==> config.mk <==
export PLATFORM = sky130hd
export DESIGN_NAME = sql_like_wildcard_matcher
export DESIGN_NICKNAME = d
export VERILOG_FILES = /design/src/rtl/lwm_pkg.sv /design/src/rtl/lwm_cell.sv /design/src/rtl/lwm_result_buf.sv /design/src/rtl/sql_like_wildcard_matcher.sv
export VERILOG_INCLUDE_DIRS = /design/src /design/src/rtl
export SDC_FILE = /design/constraint.sdc
export NUM_CORES = 1
export LEC_CHECK = 0
export ABC_AREA = 1
export BUFFER_PORTS_ARGS = -buffer_cell sky130_fd_sc_hd__buf_2
export CORE_UTILIZATION = 50
export CTS_CLUSTER_DIAMETER = 30
export DETAILED_ROUTE_END_ITERATION = 12
export GPL_TIMING_DRIVEN = 0
export PLACE_DENSITY = 0.67
export REMOVE_ABC_BUFFERS = 1
export SLEW_MARGIN = 20
export SYNTH_ARGS = -nofsm -noshare
export SYNTH_HDL_FRONTEND = slang
export SYNTH_SLANG_ARGS = --single-unit
==> constraint.sdc <==
create_clock -name clk -period 5.4 [get_ports clk]
set_clock_uncertainty 0.2 [all_clocks]
set_input_delay 0.27 -clock clk [delete_from_list [all_inputs] [get_ports clk]]
set_output_delay 0.27 -clock clk [all_outputs]
set_load 0.05 [all_outputs]
==> src/rtl/assert_macros.svh <==
// assertion macros shared by the matcher rtl
// no dependencies; included by files that carry assertions
`ifndef ASSERT_MACROS_SVH
`define ASSERT_MACROS_SVH
`ifndef ASSERT_OFF
`define LWM_ASSERT(lbl, clk, rst_n, prop) \
    lbl: assert property (@(posedge clk) disable iff (!rst_n) (prop)) \
        else $error("lwm assertion failed");
`define LWM_ASSERT_ALWAYS(lbl, clk, prop) \
    lbl: assert property (@(posedge clk) (prop)) \
        else $error("lwm assertion failed");
`else
`define LWM_ASSERT(lbl, clk, rst_n, prop)
`define LWM_ASSERT_ALWAYS(lbl, clk, prop)
`endif
`endif

==> src/rtl/lwm_pkg.sv <==
// types and constants for the like-pattern matcher
// no dependencies; imported by every module of the block
`timescale 1ns / 1ps
`default_nettype none
package lwm_pkg;

    localparam logic [1:0] CMD_CLEAR  = 2'd0;
    localparam logic [1:0] CMD_APPEND = 2'd1;
    localparam logic [1:0] CMD_TEXT   = 2'd2;
    localparam logic [1:0] CMD_END    = 2'd3;

    localparam logic [7:0] WILD_RUN = 8'h25;
    localparam logic [7:0] WILD_ONE = 8'h5F;

    typedef struct packed {
        logic [1:0] cmd;
        logic [7:0] char_code;
    } in_item_t;

    typedef struct packed {
        logic is_match;
        logic truncated;
    } out_item_t;

    // broadcast to every cell in the row
    typedef struct packed {
        logic       rearm;
        logic       advance;
        logic [7:0] char_code;
    } cell_ctrl_t;

endpackage
`default_nettype wire

==> src/rtl/lwm_cell.sv <==
// one pattern position: its pattern byte and its active bit
// depends on lwm_pkg
`timescale 1ns / 1ps
`default_nettype none
module lwm_cell
    import lwm_pkg::*;
#(
    parameter logic ACT_AT_RESET = 1'b0
)
(
    input  wire logic       clk,
    input  wire logic       rst_n,
    input  wire cell_ctrl_t ctrl,
    input  wire logic       in_use,
    input  wire logic       wr_sel,
    input  wire logic       fwd_in,
    input  wire logic       carry_in,
    output logic            fwd_out,
    output logic            carry_out,
    output logic            act
);

    logic [7:0] byte_reg;
    logic [7:0] byte_eff;
    logic       act_reg;
    logic       act_next;
    logic       is_run;
    logic       hit;
    logic       closed;

    // a byte written this cycle is already seen by the rearm pass
    assign byte_eff = wr_sel ? ctrl.char_code : byte_reg;
    assign is_run   = in_use && (byte_eff == WILD_RUN);
    assign hit      = (byte_eff == WILD_ONE) || (byte_eff == ctrl.char_code);

    // consumed text byte moves the active mark one position right
    assign fwd_out = ctrl.advance && act_reg && in_use && !is_run && hit;

    // a run wildcard keeps itself and passes activity on as a carry
    assign closed    = fwd_in || carry_in || (ctrl.advance && act_reg && is_run);
    assign carry_out = closed && is_run;

    assign act_next = (ctrl.rearm || ctrl.advance) ? closed : act_reg;
    assign act      = act_reg;

    always_ff @(posedge clk)
    begin
        if (wr_sel)
        begin
            byte_reg <= ctrl.char_code;
        end
    end

    always_ff @(posedge clk or negedge rst_n)
    begin
        if (!rst_n)
        begin
            act_reg <= ACT_AT_RESET;
        end
        else
        begin
            act_reg <= act_next;
        end
    end

endmodule
`default_nettype wire

==> src/rtl/lwm_result_buf.sv <==
// two-entry result buffer: output register plus skid entry
// depends on lwm_pkg
`timescale 1ns / 1ps
`default_nettype none
`include "assert_macros.svh"
module lwm_result_buf
    import lwm_pkg::*;
(
    input  wire logic      clk,
    input  wire logic      rst_n,
    input  wire logic      push,
    input  wire out_item_t push_item,
    output logic           has_room,
    output logic           out_valid,
    input  wire logic      out_ready,
    output out_item_t      out_item
);

    logic      out_valid_reg;
    logic      out_valid_next;
    logic      skid_valid_reg;
    logic      skid_valid_next;
    out_item_t out_item_reg;
    out_item_t out_item_next;
    out_item_t skid_item_reg;
    out_item_t skid_item_next;
    logic      pop;

    assign pop       = out_valid_reg && out_ready;
    assign has_room  = !skid_valid_reg;
    assign out_valid = out_valid_reg;
    assign out_item  = out_item_reg;

    always_comb
    begin
        out_valid_next  = out_valid_reg;
        skid_valid_next = skid_valid_reg;
        out_item_next   = out_item_reg;
        skid_item_next  = skid_item_reg;
        if (!out_valid_reg || pop)
        begin
            if (skid_valid_reg)
            begin
                out_item_next   = skid_item_reg;
                out_valid_next  = 1'b1;
                skid_valid_next = 1'b0;
            end
            else
            begin
                out_item_next  = push_item;
                out_valid_next = push;
            end
        end
        else if (push)
        begin
            skid_item_next  = push_item;
            skid_valid_next = 1'b1;
        end
    end

    always_ff @(posedge clk or negedge rst_n)
    begin
        if (!rst_n)
        begin
            out_valid_reg  <= 1'b0;
            skid_valid_reg <= 1'b0;
        end
        else
        begin
            out_valid_reg  <= out_valid_next;
            skid_valid_reg <= skid_valid_next;
        end
    end

    always_ff @(posedge clk)
    begin
        out_item_reg  <= out_item_next;
        skid_item_reg <= skid_item_next;
    end

    `LWM_ASSERT(a_skid_behind_out, clk, rst_n, skid_valid_reg |-> out_valid_reg)
    `LWM_ASSERT(a_push_to_skid, clk, rst_n, push && out_valid_reg && !out_ready |=> skid_valid_reg)
    `LWM_ASSERT(a_skid_drains, clk, rst_n, pop && skid_valid_reg |=> out_valid_reg && !skid_valid_reg)

endmodule
`default_nettype wire

==> src/rtl/sql_like_wildcard_matcher.sv <==
// channel | direction | payload     | handshake
// in      | request   | in_item_t   | in_valid / in_ready
// out     | result    | out_item_t  | out_valid / out_ready
//
// one request per cycle of every kind; an end-of-text request's result is registered
// in the result buffer. the cycle time is set by the carry through runs of '%' across
// the row of MAX_PATTERN cells. reset leaves an empty pattern with only position zero
// active. in_ready drops only while both result entries are waiting to be taken.
// depends on lwm_pkg, lwm_cell, lwm_result_buf
`timescale 1ns / 1ps
`default_nettype none
`include "assert_macros.svh"
module sql_like_wildcard_matcher
    import lwm_pkg::*;
#(
    parameter int MAX_PATTERN = 32
)
(
    input  wire logic      clk,
    input  wire logic      rst_n,
    input  wire logic      in_valid,
    output logic           in_ready,
    input  wire in_item_t  in_item,
    output logic           out_valid,
    input  wire logic      out_ready,
    output out_item_t      out_item
);

    localparam int LEN_W = $clog2(MAX_PATTERN + 1);

    logic                   in_acc;
    logic                   is_append;
    logic                   room;
    logic [LEN_W-1:0]       len_reg;
    logic [LEN_W-1:0]       len_next;
    logic                   ovf_reg;
    logic                   ovf_next;
    logic                   last_reg;
    logic                   last_next;
    cell_ctrl_t             ctrl;
    logic [MAX_PATTERN-1:0] in_use;
    logic [MAX_PATTERN-1:0] wr_sel;
    logic [MAX_PATTERN:0]   fwd;
    logic [MAX_PATTERN:0]   carry;
    logic [MAX_PATTERN:0]   act_vec;
    logic                   push;
    out_item_t              push_item;
    logic                   has_room;

    assign in_ready  = has_room;
    assign in_acc    = in_valid && in_ready;
    assign is_append = in_acc && (in_item.cmd == CMD_APPEND);
    assign room      = (len_reg != LEN_W'(MAX_PATTERN));

    assign ctrl.rearm     = in_acc && (in_item.cmd != CMD_TEXT);
    assign ctrl.advance   = in_acc && (in_item.cmd == CMD_TEXT);
    assign ctrl.char_code = in_item.char_code;

    always_comb
    begin
        len_next = len_reg;
        ovf_next = ovf_reg;
        if (in_acc)
        begin
            case (in_item.cmd)
                CMD_CLEAR:
                begin
                    len_next = '0;
                    ovf_next = 1'b0;
                end
                CMD_APPEND:
                begin
                    if (room)
                    begin
                        len_next = len_reg + LEN_W'(1);
                    end
                    else
                    begin
                        ovf_next = 1'b1;
                    end
                end
                default:
                begin
                    len_next = len_reg;
                end
            endcase
        end
    end

    // the row of cells; position zero starts the pass on a rearm
    assign fwd[0]   = ctrl.rearm;
    assign carry[0] = 1'b0;

    genvar i;
    generate
        for (i = 0; i < MAX_PATTERN; i++)
        begin : g_cell
            assign in_use[i] = LEN_W'(i) < len_next;
            assign wr_sel[i] = is_append && (len_reg == LEN_W'(i));

            lwm_cell #(
                .ACT_AT_RESET (i == 0)
            ) u_cell (
                .clk       (clk),
                .rst_n     (rst_n),
                .ctrl      (ctrl),
                .in_use    (in_use[i]),
                .wr_sel    (wr_sel[i]),
                .fwd_in    (fwd[i]),
                .carry_in  (carry[i]),
                .fwd_out   (fwd[i+1]),
                .carry_out (carry[i+1]),
                .act       (act_vec[i])
            );
        end
    endgenerate

    // position past the last cell; it holds the match when the pattern is full
    assign last_next           = (ctrl.rearm || ctrl.advance) ?
                                 (fwd[MAX_PATTERN] || carry[MAX_PATTERN]) : last_reg;
    assign act_vec[MAX_PATTERN] = last_reg;

    always_ff @(posedge clk or negedge rst_n)
    begin
        if (!rst_n)
        begin
            len_reg  <= '0;
            ovf_reg  <= 1'b0;
            last_reg <= 1'b0;
        end
        else
        begin
            len_reg  <= len_next;
            ovf_reg  <= ovf_next;
            last_reg <= last_next;
        end
    end

    assign push               = in_acc && (in_item.cmd == CMD_END);
    assign push_item.is_match  = act_vec[len_reg];
    assign push_item.truncated = ovf_reg;

    lwm_result_buf u_result_buf (
        .clk       (clk),
        .rst_n     (rst_n),
        .push      (push),
        .push_item (push_item),
        .has_room  (has_room),
        .out_valid (out_valid),
        .out_ready (out_ready),
        .out_item  (out_item)
    );

    `LWM_ASSERT(a_len_in_range, clk, rst_n, len_reg <= LEN_W'(MAX_PATTERN))
    `LWM_ASSERT(a_clear_resets, clk, rst_n, in_acc && in_item.cmd == CMD_CLEAR |=> !ovf_reg && len_reg == '0)
    `LWM_ASSERT(a_rearm_start, clk, rst_n, ctrl.rearm |=> act_vec[0])

endmodule
`default_nettype wire

After elaboration in Yosys (flattened, before gate mapping)
Cells that the tools add are included.

storage, ports and cells
  flip-flop bits (word level) = 302
  output and inout port bits = 4

operators by class
  add/subtract/negate cells = 1
  magnitude comparators = 33
  equal/unequal tests = 133
  muxes and demuxes = 43
  bitwise logic cells = 1
  reductions and logical operators = 400

operators with widths
  cell                                                                           number
  1-bit logical AND                                                              262
  8-bit by 6-bit equality test with 1-bit output (second input constant)         32
  8-bit by 7-bit equality test with 1-bit output (second input constant)         32
  8-bit equality test                                                            32
  8-bit two-way mux                                                              32
  1-bit logical OR                                                               98
  6-bit by 5-bit equality test with 1-bit output (second input constant)         16
  5-bit by 6-bit less-than comparator with 1-bit output (first input constant)   16
  6-bit by 4-bit equality test with 1-bit output (second input constant)         8
  4-bit by 6-bit less-than comparator with 1-bit output (first input constant)   8
  1-bit logical NOT                                                              34
  6-bit by 3-bit equality test with 1-bit output (second input constant)         4
  3-bit by 6-bit less-than comparator with 1-bit output (first input constant)   4
  6-bit by 2-bit equality test with 1-bit output (second input constant)         2
  1-bit by 6-bit less-than comparator with 1-bit output (first input constant)   2
  2-bit by 6-bit less-than comparator with 1-bit output (first input constant)   2
  6-bit two-way mux                                                              2
  6-bit one-hot mux with 2 select lines                                          1
  6-bit by 7-bit less-than comparator with 1-bit output (second input constant)  1
  6-bit by 1-bit adder with 6-bit output (second input constant)                 1
  1-bit binary-select mux with 6-bit select                                      1
  6-bit by 1-bit equality test with 1-bit output (second input constant)         1
  6-bit logical NOT                                                              1
  6-bit inequality test (second input constant)                                  1
  11 further kinds                                                               18

Logic depth before layout (Yosys ltp)
Gate-level depths: netlist (run 1).

  depth in word-level cells = 104
  gate-level depth with buffers = 80
  gate-level depth less buffers = 76

Cells and area by module
A second synthesis (run 1) with hierarchy kept.

unflattened totals
  cell total of the unflattened synthesis = 3600
  area total of the unflattened synthesis = 21723.3 um^2

modules (own cells, without submodules)
  module                             times used  cells an instance  area each (um^2)  seq. area each (um^2)
  lwm_cell at g_cell[10].u_cell ...  31          103                625.6             185.2
  sql_like_wildcard_matcher          1           284                1480.2            200.2
  lwm_cell at g_cell[0].u_cell       1           103                626.9             186.4
  lwm_result_buf                     1           20                 222.7             170.2

Worst setup path before layout (run 1)
OpenSTA, ideal clock, no wires.

  kind = flip-flop to flip-flop
  from = register len_reg[0]
  to = register last_reg
  arrival = 5.709 ns
  data required time = 5.079 ns
  slack = -0.630 ns
  stages on the path, launching flop included = 80
  path buffers = 4
  clock period less this slack = 6.030 ns
  cells stage by stage = dfrtp_1 -> buf_2 -> inv_1 -> clkbuf_1 -> clkbuf_1 -> ha_1 -> nand2_1 -> nor2_4 -> nand2_4 -> buf_6 -> nand2_1 -> nand2_1 -> nor2_1 -> nand2_1 -> nor2_4 -> nor2_1 -> nand2_1 -> nand3_1 -> (+44 left out) -> nand2_1 -> nand2_1 -> nand2_1 -> nand2_1 -> nand2_1 -> nand2_1 -> nand2_1 -> nand2_1 -> nand2_1 -> nand2_1 -> nand2_1 -> nand2_1 -> nand2_1 -> nand2_1 -> nand2_1 -> nand2_1 -> nand2_1 -> nand2_1

between the ends
  cells in the longest elaborated chain, start to end = 103

RTL lines
  item                                                                                    line                                                              RTL
  from (decl)                                                                             sql_like_wildcard_matcher.sv:34                                   logic [LEN_W-1:0] len_reg;
  from (signal assigned)                                                                  sql_like_wildcard_matcher.sv:133                                  len_reg <= len_next;
  6-bit by 1-bit adder with 6-bit output / 6-bit inequality test (equally long branches)  sql_like_wildcard_matcher.sv:75, sql_like_wildcard_matcher.sv:53
  6-bit two-way mux                                                                       sql_like_wildcard_matcher.sv:73                                   if (room)
  6-bit one-hot mux with 2 select lines                                                   sql_like_wildcard_matcher.sv:65                                   case (in_item.cmd)
  6-bit two-way mux                                                                       sql_like_wildcard_matcher.sv:63                                   if (in_acc)
  1-bit by 6-bit less-than comparator with 1-bit output                                   sql_like_wildcard_matcher.sv:98                                   assign in_use[i] = LEN_W'(i) < len_next;
  1-bit logical AND                                                                       lwm_cell.sv:33                                                    assign is_run = in_use && (byte_eff == WILD_RUN);
  1-bit logical NOT / 1-bit logical AND (equally long branches)                           lwm_cell.sv:37, lwm_cell.sv:40
  1-bit logical AND / 1-bit logical OR (equally long branches)                            lwm_cell.sv:37, lwm_cell.sv:40
  (+84 left out)                                                                          n/a
  1-bit logical AND                                                                       lwm_cell.sv:41                                                    assign carry_out = closed && is_run;
  1-bit logical OR (2 in series)                                                          lwm_cell.sv:40                                                    assign closed = fwd_in || carry_in || (ctrl.advance && act_reg && is_run);
  1-bit logical AND                                                                       lwm_cell.sv:41
  1-bit logical OR (2 in series)                                                          lwm_cell.sv:40
  1-bit logical AND                                                                       lwm_cell.sv:41
  1-bit logical OR (2 in series)                                                          lwm_cell.sv:40
  1-bit logical AND                                                                       lwm_cell.sv:41
  1-bit logical OR (*)                                                                    sql_like_wildcard_matcher.sv:120                                  (fwd[MAX_PATTERN] || carry[MAX_PATTERN]) : last_reg;
  to (signal assigned)                                                                    sql_like_wildcard_matcher.sv:135                                  last_reg <= last_next;
  to (decl)                                                                               sql_like_wildcard_matcher.sv:38                                   logic last_reg;

Mark *: on every way between the ends. The rest lies on a longest branch, timed or not.
A chain may end at the register's enable or synchronous reset.

Final worst setup path (run 1)
  from = register len_reg[0]
  to = register g_cell[29].u_cell.act_reg

RTL lines
  item                                                           line                             RTL
  6-bit by 2-bit equality test with 1-bit output (*)             sql_like_wildcard_matcher.sv:99  assign wr_sel[i] = is_append && (len_reg == LEN_W'(i));
  1-bit logical AND (*)                                          sql_like_wildcard_matcher.sv:99
  8-bit two-way mux (*)                                          n/a
  net g_cell[2].u_cell.byte_eff[4]                               lwm_cell.sv:24                   logic [7:0] byte_eff;
  8-bit by 6-bit equality test with 1-bit output                 lwm_cell.sv:33
  1-bit logical AND                                              lwm_cell.sv:33
  1-bit logical NOT / 1-bit logical AND (equally long branches)  lwm_cell.sv:37, lwm_cell.sv:40
  1-bit logical AND / 1-bit logical OR (equally long branches)   lwm_cell.sv:37, lwm_cell.sv:40
  (+69 left out)                                                 n/a
  1-bit logical AND (*)                                          lwm_cell.sv:41
  1-bit logical OR (*) (2 in series)                             lwm_cell.sv:40
  1-bit logical AND (*)                                          lwm_cell.sv:41
  1-bit logical OR (*) (2 in series)                             lwm_cell.sv:40
  1-bit logical AND (*)                                          lwm_cell.sv:41
  1-bit logical OR (*) (2 in series)                             lwm_cell.sv:40
  1-bit logical AND (*)                                          lwm_cell.sv:41
  1-bit logical OR (*) (2 in series)                             lwm_cell.sv:40
  to (signal assigned)                                           lwm_cell.sv:62                   act_reg <= act_next;
  to (decl)                                                      lwm_cell.sv:25                   logic act_reg;

Mark *: on every way through the listed nets, which the timed path passes. The rest lies on a longest branch.

==> results of run 1 <==
power by group through the flow:
stage / Combinational, mW / Clock, mW / Sequential (mW)
global placement: 0.973 / 0 / 2.55
finish: 1.41 / 4.26 / 2.52
global route: 1.52 / 4.41 / 2.54
detailed placement: 1.00 / 0 / 2.56
CTS: 1.24 / 4.29 / 2.52
floorplan: 0.696 / 0 / 2.55
how the worst min path moves through the flow:
stage	from	end	slack [ns]	depth (start not counted)
floorplan	rst_n	g_cell[10].u_cell.act$_DFFE_PN0P_	-0.23	0
global placement	ovf_reg$_DFFE_PN0P_	u_result_buf.skid_item_reg[0]$_DFFE_PP_	0.26	0
detailed placement	ovf_reg$_DFFE_PN0P_	u_result_buf.skid_item_reg[0]$_DFFE_PP_	0.26	0
CTS	in_item[9]	ovf_reg$_DFFE_PN0P_	0.005	5
global route	in_valid	g_cell[25].u_cell.act$_DFFE_PN0P_	0.07	4
finish	in_valid	g_cell[25].u_cell.act$_DFFE_PN0P_	0.07	4
cell families (layout without fill, tap and decap cells):
group,Yosys count,in the layout,share of synthesized area [%]
AO/OA/AOI/OAI,548,548,19.7
buffers and inverters,408,543,9.61
adder cells (fa/ha/maj),4,4,0.299
XOR/XNOR,7,7,0.366
AND/OR/NAND/NOR,1235,1242,32.5
flip-flops,302,302,37.6
worst max-delay path, delay by kind of cell (launching register included):
| kind | cells | cell delay, ns |
|---|---|---|
| AOI/OAI and AO/OA | 4 | 0.39 |
| adders and majority gates | 1 | 0.17 |
| buffers and inverters | 7 | 0.87 |
| and+or+nand+nor | 61 | 4.34 |
| DFF | 1 | 0.52 |
what timing repair did:
action | 4_1_cts | 5_1_grt
gates cloned | 9 | 0
hold buffers | 6 | 0
buffers inserted | 84 | 42
setup endpoints to repair | 21 | 16
hold endpoints to repair | 47 | 0
resized for setup | 140 | 86
pin swaps | 46 | 59
cells in the mapped netlist (9+ instances only):
cell / n / share of area (%)
a21oi_1: 200 / 6.0
buf_1: 21 / 0.47
buf_2: 10 / 0.30
clkbuf_1: 87 / 1.9
dfrtp_1: 41 / 6.1
dfxtp_1: 256 / 31
inv_1: 263 / 5.9
inv_2: 12 / 0.27
nand2_1: 595 / 13
nand2_2: 9 / 0.34
nand3_1: 112 / 3.3
nand3b_1: 10 / 0.45
nand4_1: 74 / 2.8
nor2_1: 285 / 6.4
nor3_1: 52 / 1.6
nor4_1: 41 / 1.5
o2111ai_1: 56 / 2.9
o21ai_0: 152 / 4.5
o21ai_1: 39 / 1.2
o221ai_1: 19 / 0.99
or2_2: 20 / 0.75
final cells by class:
cell class                 instances  area [um^2]  share of cell area [%]
tap                              442          553                    2.61
timing repair inverter             2         10.0                  0.0472
inverter                         279         1100                    5.19
multi-input combinational       1801         9680                    45.7
clock inverter                    34          309                    1.46
sequential                       302         6300                    29.7
clock buffer                      97         2100                    9.92
timing repair buffer             131         1140                    5.37
layer usage:
metal	share of wire, %	wire, um
met5	0	0
met4	4.8	2770
met3	8.4	4820
met2	45	25800
met1	42	24100
metrics by stage:
| step | util (%) | power (mW) | setup slack, ns | setup TNS [ns] |
|---|---|---|---|---|
| 6_report | 64.7 | 8.19 | -1.22 | -8.85 |
| 5_1_grt | 64.7 | 8.47 | -1.72 | -14.78 |
| 4_1_cts | 63.2 | 8.05 | -1.06 | -8.43 |
| 3_5_place_dp | 51.8 | 3.56 | -2.47 | -28.00 |
| 3_3_place_gp | 51.4 | 3.53 | -3.59 | -54.08 |
| 2_1_floorplan | - | 3.25 | -0.569 | -2.71 |
==> metrics.md, run 1 <==
| Metric | Value |
|---|---|
| Status | `finished, violations left` |
| Failing checks | `negative setup slack` |
| Tcrit/Tclk final | `123%` |
| Max Fclk | `about 0.15 GHz` |
| Setup WS post-layout | `-1.22 ns` |
| Least-Margin Pin Slew | `~1.2 ns` |
| Total track usage | `33.3%` |
| Die area | `between 0.03 and 0.04 mm^2` |
| Drc violations | `0` |
| Met1 global-route usage | `a little over two fifths` |
| Clock share of power | `between 50% and 60%` |
| Most frequent cells in the layout | `nand2_1, nor2_1, dfxtp_1, inv_1, a21oi_1` |
| Core Box Area | `0.0328 mm^2` |
| Post-Synthesis Cells | `approximately 2500` |
| Syn_area_per_cell | `between 6 and 7 um^2` |
| Synth unique cells | `63` |
| Post-route cell area | `~0.021 mm^2` |
| Async SR Flop Fraction | `13.9%` |
| First-pass GRT wire length | `~90000 um` |
| Setup slack, reg-to-reg | `-1.22 ns` |
| CP startpoint kind | `register` |
| Buffers on Ports | `17` |
| Flop pwr share | `about 30%` |
| RR Endpoint | `g_cell[29].u_cell.act$_DFFE_PN0P_` |
| CTS Buffer Depth | `3` |
| Length of the first detailed-routing pass in iterations | `5` |
| Hold WS | `around 0.068 ns` |
| Placed cell areas | `0.0170 mm^2` |
| Leak Pwr | `about 9.2 nW` |
| H-tree Lvls | `3` |
| Largest register FFs | `around 260` |
| Max-slew violation count | `0` |
| Vias in the first global route | `between 15000 and 20000` |
| CTS sink cnt | `about 300` |
| Worst VDD drop | `approximately 0.27 mV` |
| Arrival @ worst endpoint | `slightly below 7 ns` |
| Worst Setup SP | `len_reg[0]$_DFF_PN0_` |
| Synth warnings | `0` |
| RR Startpoint | `len_reg[0]$_DFF_PN0_` |
| CTS tree | `yes` |
| Total Wirelength | `approximately 58000 um` |
| Root buf cell | `clkbuf_16` |
| Combinational power share | `~17%` |
| Clock transition at path regs | `around 0.050 ns` |
| Critical path type | `register to register` |
| Drt wl/cell | `18.6 um` |
| Detail Route Antenna Nets | `0` |
| Switching Fraction | `28.8%` |
| Final net count | `about 2600` |
| Fin. Hold Viols | `0` |
| Worst Path Required | `~5.7 ns` |
| Overflow after GRT | `0` |
| Final setup fails | `11` |
| Unrepaired setup endpoints after global routing | `yes` |
| Fin cells | `3088` |
| Clk Latency, worst-skew pair | `roughly 0.57 ns` |
| Max-Cap Viols | `0` |
| Post-synth EDFFs | `4` |
| Slowest cell on the critical path | `dfrtp_4` |
| Pin count of the biggest net entering global routing | `65` |
| Psw | `roughly 2.4 mW` |
| Die Y | `~190 um` |
| CP max stage delay | `0.52 ns` |
| Placed cells | `2840` |
| Sequential-to-total area share from yosys stat | `a little under two fifths` |
| Drt first-iter violations | `1625` |
| Worst setup EP type | `register` |
| Final min period | `between 6 and 7 ns` |
| Reg2reg path depth | `73` |
| GRT met2 Usage | `53.1%` |
| DR vias | `18300` |
| Layout cells sized above 1 | `about 18%` |
| Number of cell rows | `between 60 and 70` |
| Cell Pwr Density | `slightly below 400 mW/mm^2` |
| Worst min-delay path category | `input port to register` |
| Area grow syn2layout | `26.5%` |
| Top cell by count, worst path | `nand2_2` |
| Internal power | `about 5.8 mW` |
| Worst slew margin | `between 15 and 20%` |
| Initial Util | `around 51%` |
| Yosys reg bits | `just over 300` |
| GR peak layer | `met2` |
| Synthesized area | `~0.017 mm^2` |
| Die width | `185 um` |
| M3 GR Usage | `under 10%` |
| TritonCTS buffer count | `between 70 and 80` |
| Main synth FF type | `dfxtp_1` |
| Via density | `~5.9` |
| N_diodes | `0` |
| I/O pin count | `18` |
| Final GP Congestion | `slightly above 0.9` |
| Fillers | `~2800` |
| Initial antenna violation count | `0` |
| Crit path capture | `g_cell[29].u_cell.act$_DFFE_PN0P_` |
| CP Max Fanout | `5` |
| HPWL Detailed | `between 30000 and 40000 um` |
| Commonest non-fill, non-tap cell in the layout | `nand2_1` |
Power figures use the tool's default switching activity.
==> inputs of run 2 (changes only) <==
Settings changed: ABC_AREA 1 to default.
==> run 2 against run 1 <==
Effect of this change: the run now ends clean; clock power fell by 5.4%; maximum frequency rose by 29%; utilization fell by 5.5 points; critical path depth fell by 60; global-route usage fell by 7.7 points; sequential cell count did not move; total power rose by 2.7%; critical endpoint is now g_cell[27].u_cell.act$_DFFE_PN0P_; die area rose by 6.6%; combinational power fell by 4%; routed wire length fell by 20%; first-iteration DRC count fell by 40%.
==> metrics.md, run 2 <==
| Metric | Value |
|---|---|
| Post-route cell area | `a little over 0.02 mm^2` |
| Async SR Flop Fraction | `roughly 14%` |
| Final setup fails | `0` |
| Fillers | `2963` |
| Yosys reg bits | `between 300 and 400` |
| Pre-CTS WS | `-0.512 ns` |
| Main synth FF type | `dfxtp_1` |
| Root buf cell | `clkbuf_16` |
| Largest register FFs | `roughly 260` |
| CP startpoint kind | `register` |
| Synth warnings | `0` |
| Syn_area_per_cell | `~9.5 um^2` |
| Worst min-delay path category | `input port to asynchronous set/reset pin` |
| CTS Buffer Depth | `3` |
| CTS sink cnt | `302` |
| Cell Pwr Density | `roughly 410 mW/mm^2` |
| Final GP Congestion | `~0.95` |
| H-tree Lvls | `3` |
| Final TNS setup | `0 ns` |
| Placed cell areas | `0.0182 mm^2` |
| Drt first-iter violations | `968` |
| TritonCTS buffer count | `approximately 70` |
| Synthesized-area fraction occupied by ao, oa, aoi and oai cells | `between 10% and 20%` |
| Most frequent cells in the layout | `dfxtp_1, mux2_2, nand2_1, xor2_1, xnor2_1` |
| Clock transition at path regs | `around 0.050 ns` |
| Most numerous cell in the Yosys netlist | `dfxtp_1` |
| Max Fclk | `0.195 GHz` |
| Commonest non-fill, non-tap cell in the layout | `dfxtp_1` |
| Synthesized area | `0.0179 mm^2` |
| Buffers on Ports | `17` |
| Vias in the first global route | `about 14000` |
| Via density | `between 6 and 7` |
| Post-Synthesis Cells | `approximately 1900` |
| Worst slew margin | `around two fifths` |
| Clk Latency, worst-skew pair | `~0.59 ns` |
| Initial Util | `between 50% and 60%` |
| Unrepaired setup endpoints after global routing | `no` |
| Worst Path Required | `about 5.6 ns` |
| Max-Cap Viols | `0` |
| Initial antenna violation count | `1` |
| Total Wirelength | `46200 um` |
| Number of cell rows | `a little under 70` |
| Die width | `between 150 and 200 um` |
| Setup Fix Bufs, Post-CTS | `0` |
| Detail Route Antenna Nets | `0` |
| Leak Pwr | `a little over 8 nW` |
| N_diodes | `0` |
| Synth top area share | `between 20 and 30%` |
| Fin. Hold Viols | `0` |
| Synth top area cells | `dfxtp_1, mux2_2, xor2_1` |
| Total track usage | `between 20% and 30%` |
| Overflow after GRT | `0` |
| Post-synth top area cell | `dfxtp_1` |
| Drt wl/cell | `roughly 19 um` |
| Final min period | `between 5 and 6 ns` |
| Core Box Area | `approximately 0.035 mm^2` |
| I/O pin count | `18` |
| Least-Margin Pin Slew | `around 0.9 ns` |
| DR vias | `~14000` |
| Sequential-to-total area share from yosys stat | `35.2%` |
| Setup WS post-layout | `~0.28 ns` |
| Total Power | `8.41 mW` |
| Post-synth EDFFs | `4` |
| Worst setup EP type | `register` |
| Synth Area in XOR/XNOR | `12.6%` |
| Pin count of the biggest net entering global routing | `46` |
| Post-synthesis mux area share | `around 17%` |
| Length of the first detailed-routing pass in iterations | `5` |
| Simple-gate area share of the yosys netlist | `between 20% and 30%` |
| Synth Area in Adders | `less than 1%` |
| Largest family of logic cells by synthesized area | `simple AND/OR/NAND/NOR gates` |
| CTS tree | `yes` |
| Hold WS | `0.0911 ns` |
| Final net count | `1886` |
| Drc violations | `0` |
| Slowest cell on the critical path | `dfrtp_2` |
| Layout cells sized above 1 | `between 20% and 30%` |
| Synth unique cells | `roughly 110` |
| CP Max Fanout | `23` |
| Area grow syn2layout | `15.4%` |
| Max-slew violation count | `0` |
| Worst VDD drop | `0.319 mV` |
| Synth top cells by count | `dfxtp_1, mux2_2, nand2_1` |
| HPWL Detailed | `about 31000 um` |
| Arrival @ worst endpoint | `roughly 5.4 ns` |
| Tcrit/Tclk final | `94.8%` |
| Crit path buf inv count | `0` |
| First-pass GRT wire length | `approximately 74000 um` |
| CP max stage delay | `between 0.7 and 0.8 ns` |
| CP Cell Sequence | `ha_2 -> and3_1 -> a2bb2oi_1 -> o31a_2 -> nand2_1 -> o221ai_1 -> a21oi_1 -> o31ai_1 -> nand3_2 -> a32oi_2 -> nor4_1 -> a211oi_2 -> o211ai_1` |
| Crit path max-delay family | `compound AO/OA/AOI/OAI gates` |
| Critical path type | `register to register` |
| Die area | `0.0365 mm^2` |
| Die Y | `about 190 um` |
| Status | `finished clean` |
-- run 2: cell types whose count changed after synthesis, sizes merged, moves of 51 or more --
cell     previous run  this run
nand2             607       157
o2111ai            56         5
o21ai             197        72
nor2              301        82
a21oi             206        50
inv               276        34
mux2                0       235
xnor2               0       103
xor2                7       154
nand3             112        56
-- run 2: path summary, 6_finish.rpt --
kind                                       from                                      end  slack (ns)  cells past startpoint
setup / recovery           len_reg[0]$_DFF_PN0_        g_cell[27].u_cell.act$_DFFE_PN0P_        0.28                     13
hold / removal                            rst_n        g_cell[23].u_cell.act$_DFFE_PN0P_        0.09                      2
setup reg to reg           len_reg[0]$_DFF_PN0_        g_cell[27].u_cell.act$_DFFE_PN0P_        0.28                     13
hold reg to reg             ovf_reg$_DFFE_PN0P_  u_result_buf.skid_item_reg[0]$_DFFE_PP_        0.29                      0
max in group asynchronous                 rst_n                     len_reg[1]$_DFF_PN0_        4.46                      2
min in group clk                     in_item[6]     g_cell[4].u_cell.byte_reg[6]$_DFF_P_        0.11                      2
-- run 2: metal layers --
metal / vias to the layer above / share of wire, % / global-route usage (%)
met2: 438 / 46 / 41.5
met3: 119 / 6.0 / 4.74
li1: 6897 / - / -
met1: 7019 / 45 / 32.9
met5: - / 0 / 0
met4: 0 / 3.2 / 11.5
-- run 2: cells by family (layout without fill, tap and decap cells) --
family,after synthesis,after routing
AND/OR/NAND/NOR,633,633
flip-flops,302,302
AO/OA/AOI/OAI,265,265
multiplexers,264,264
XOR/XNOR,257,257
buffers and inverters,163,196
adder cells (fa/ha/maj),4,4
-- run 2: area by class of cell --
| class | count | area [um^2] | share of cell area [%] |
|---|---|---|---|
| Timing Repair Buffer | 38 | 419 | 2.03 |
| Inverter | 34 | 128 | 0.619 |
| Clock buffer | 90 | 1940 | 9.40 |
| Tap cell | 455 | 569 | 2.76 |
| Multi-Input combinational cell | 1423 | 10900 | 53.0 |
| Clock inverter | 34 | 338 | 1.64 |
| Sequential cell | 302 | 6300 | 30.5 |
-- run 2: power by group --
group | leakage [nW] | internal [mW] | switching, mW
Clock | 1.12 | 2.72 | 1.31
Sequential | 2.70 | 2.61 | 0.408
Combinational | 4.46 | 0.669 | 0.688
-- run 2: repair_timing --
| item | in CTS | in global routing |
|---|---|---|
| endpoints found under the hold margin | 50 | 0 |
| hold buffers | 8 | 0 |
| resized for setup | 2 | 9 |
| setup endpoints to repair | 19 | 13 |
| pin swaps | 0 | 0 |
-- run 2: per-stage QoR --
step	utilization, %	instances
3_5_place_dp	52.2	2244
4_1_cts	59.0	2376
6_report	59.1	2376
3_3_place_gp	51.3	2231
2_1_floorplan	-	1759
5_1_grt	59.1	2376
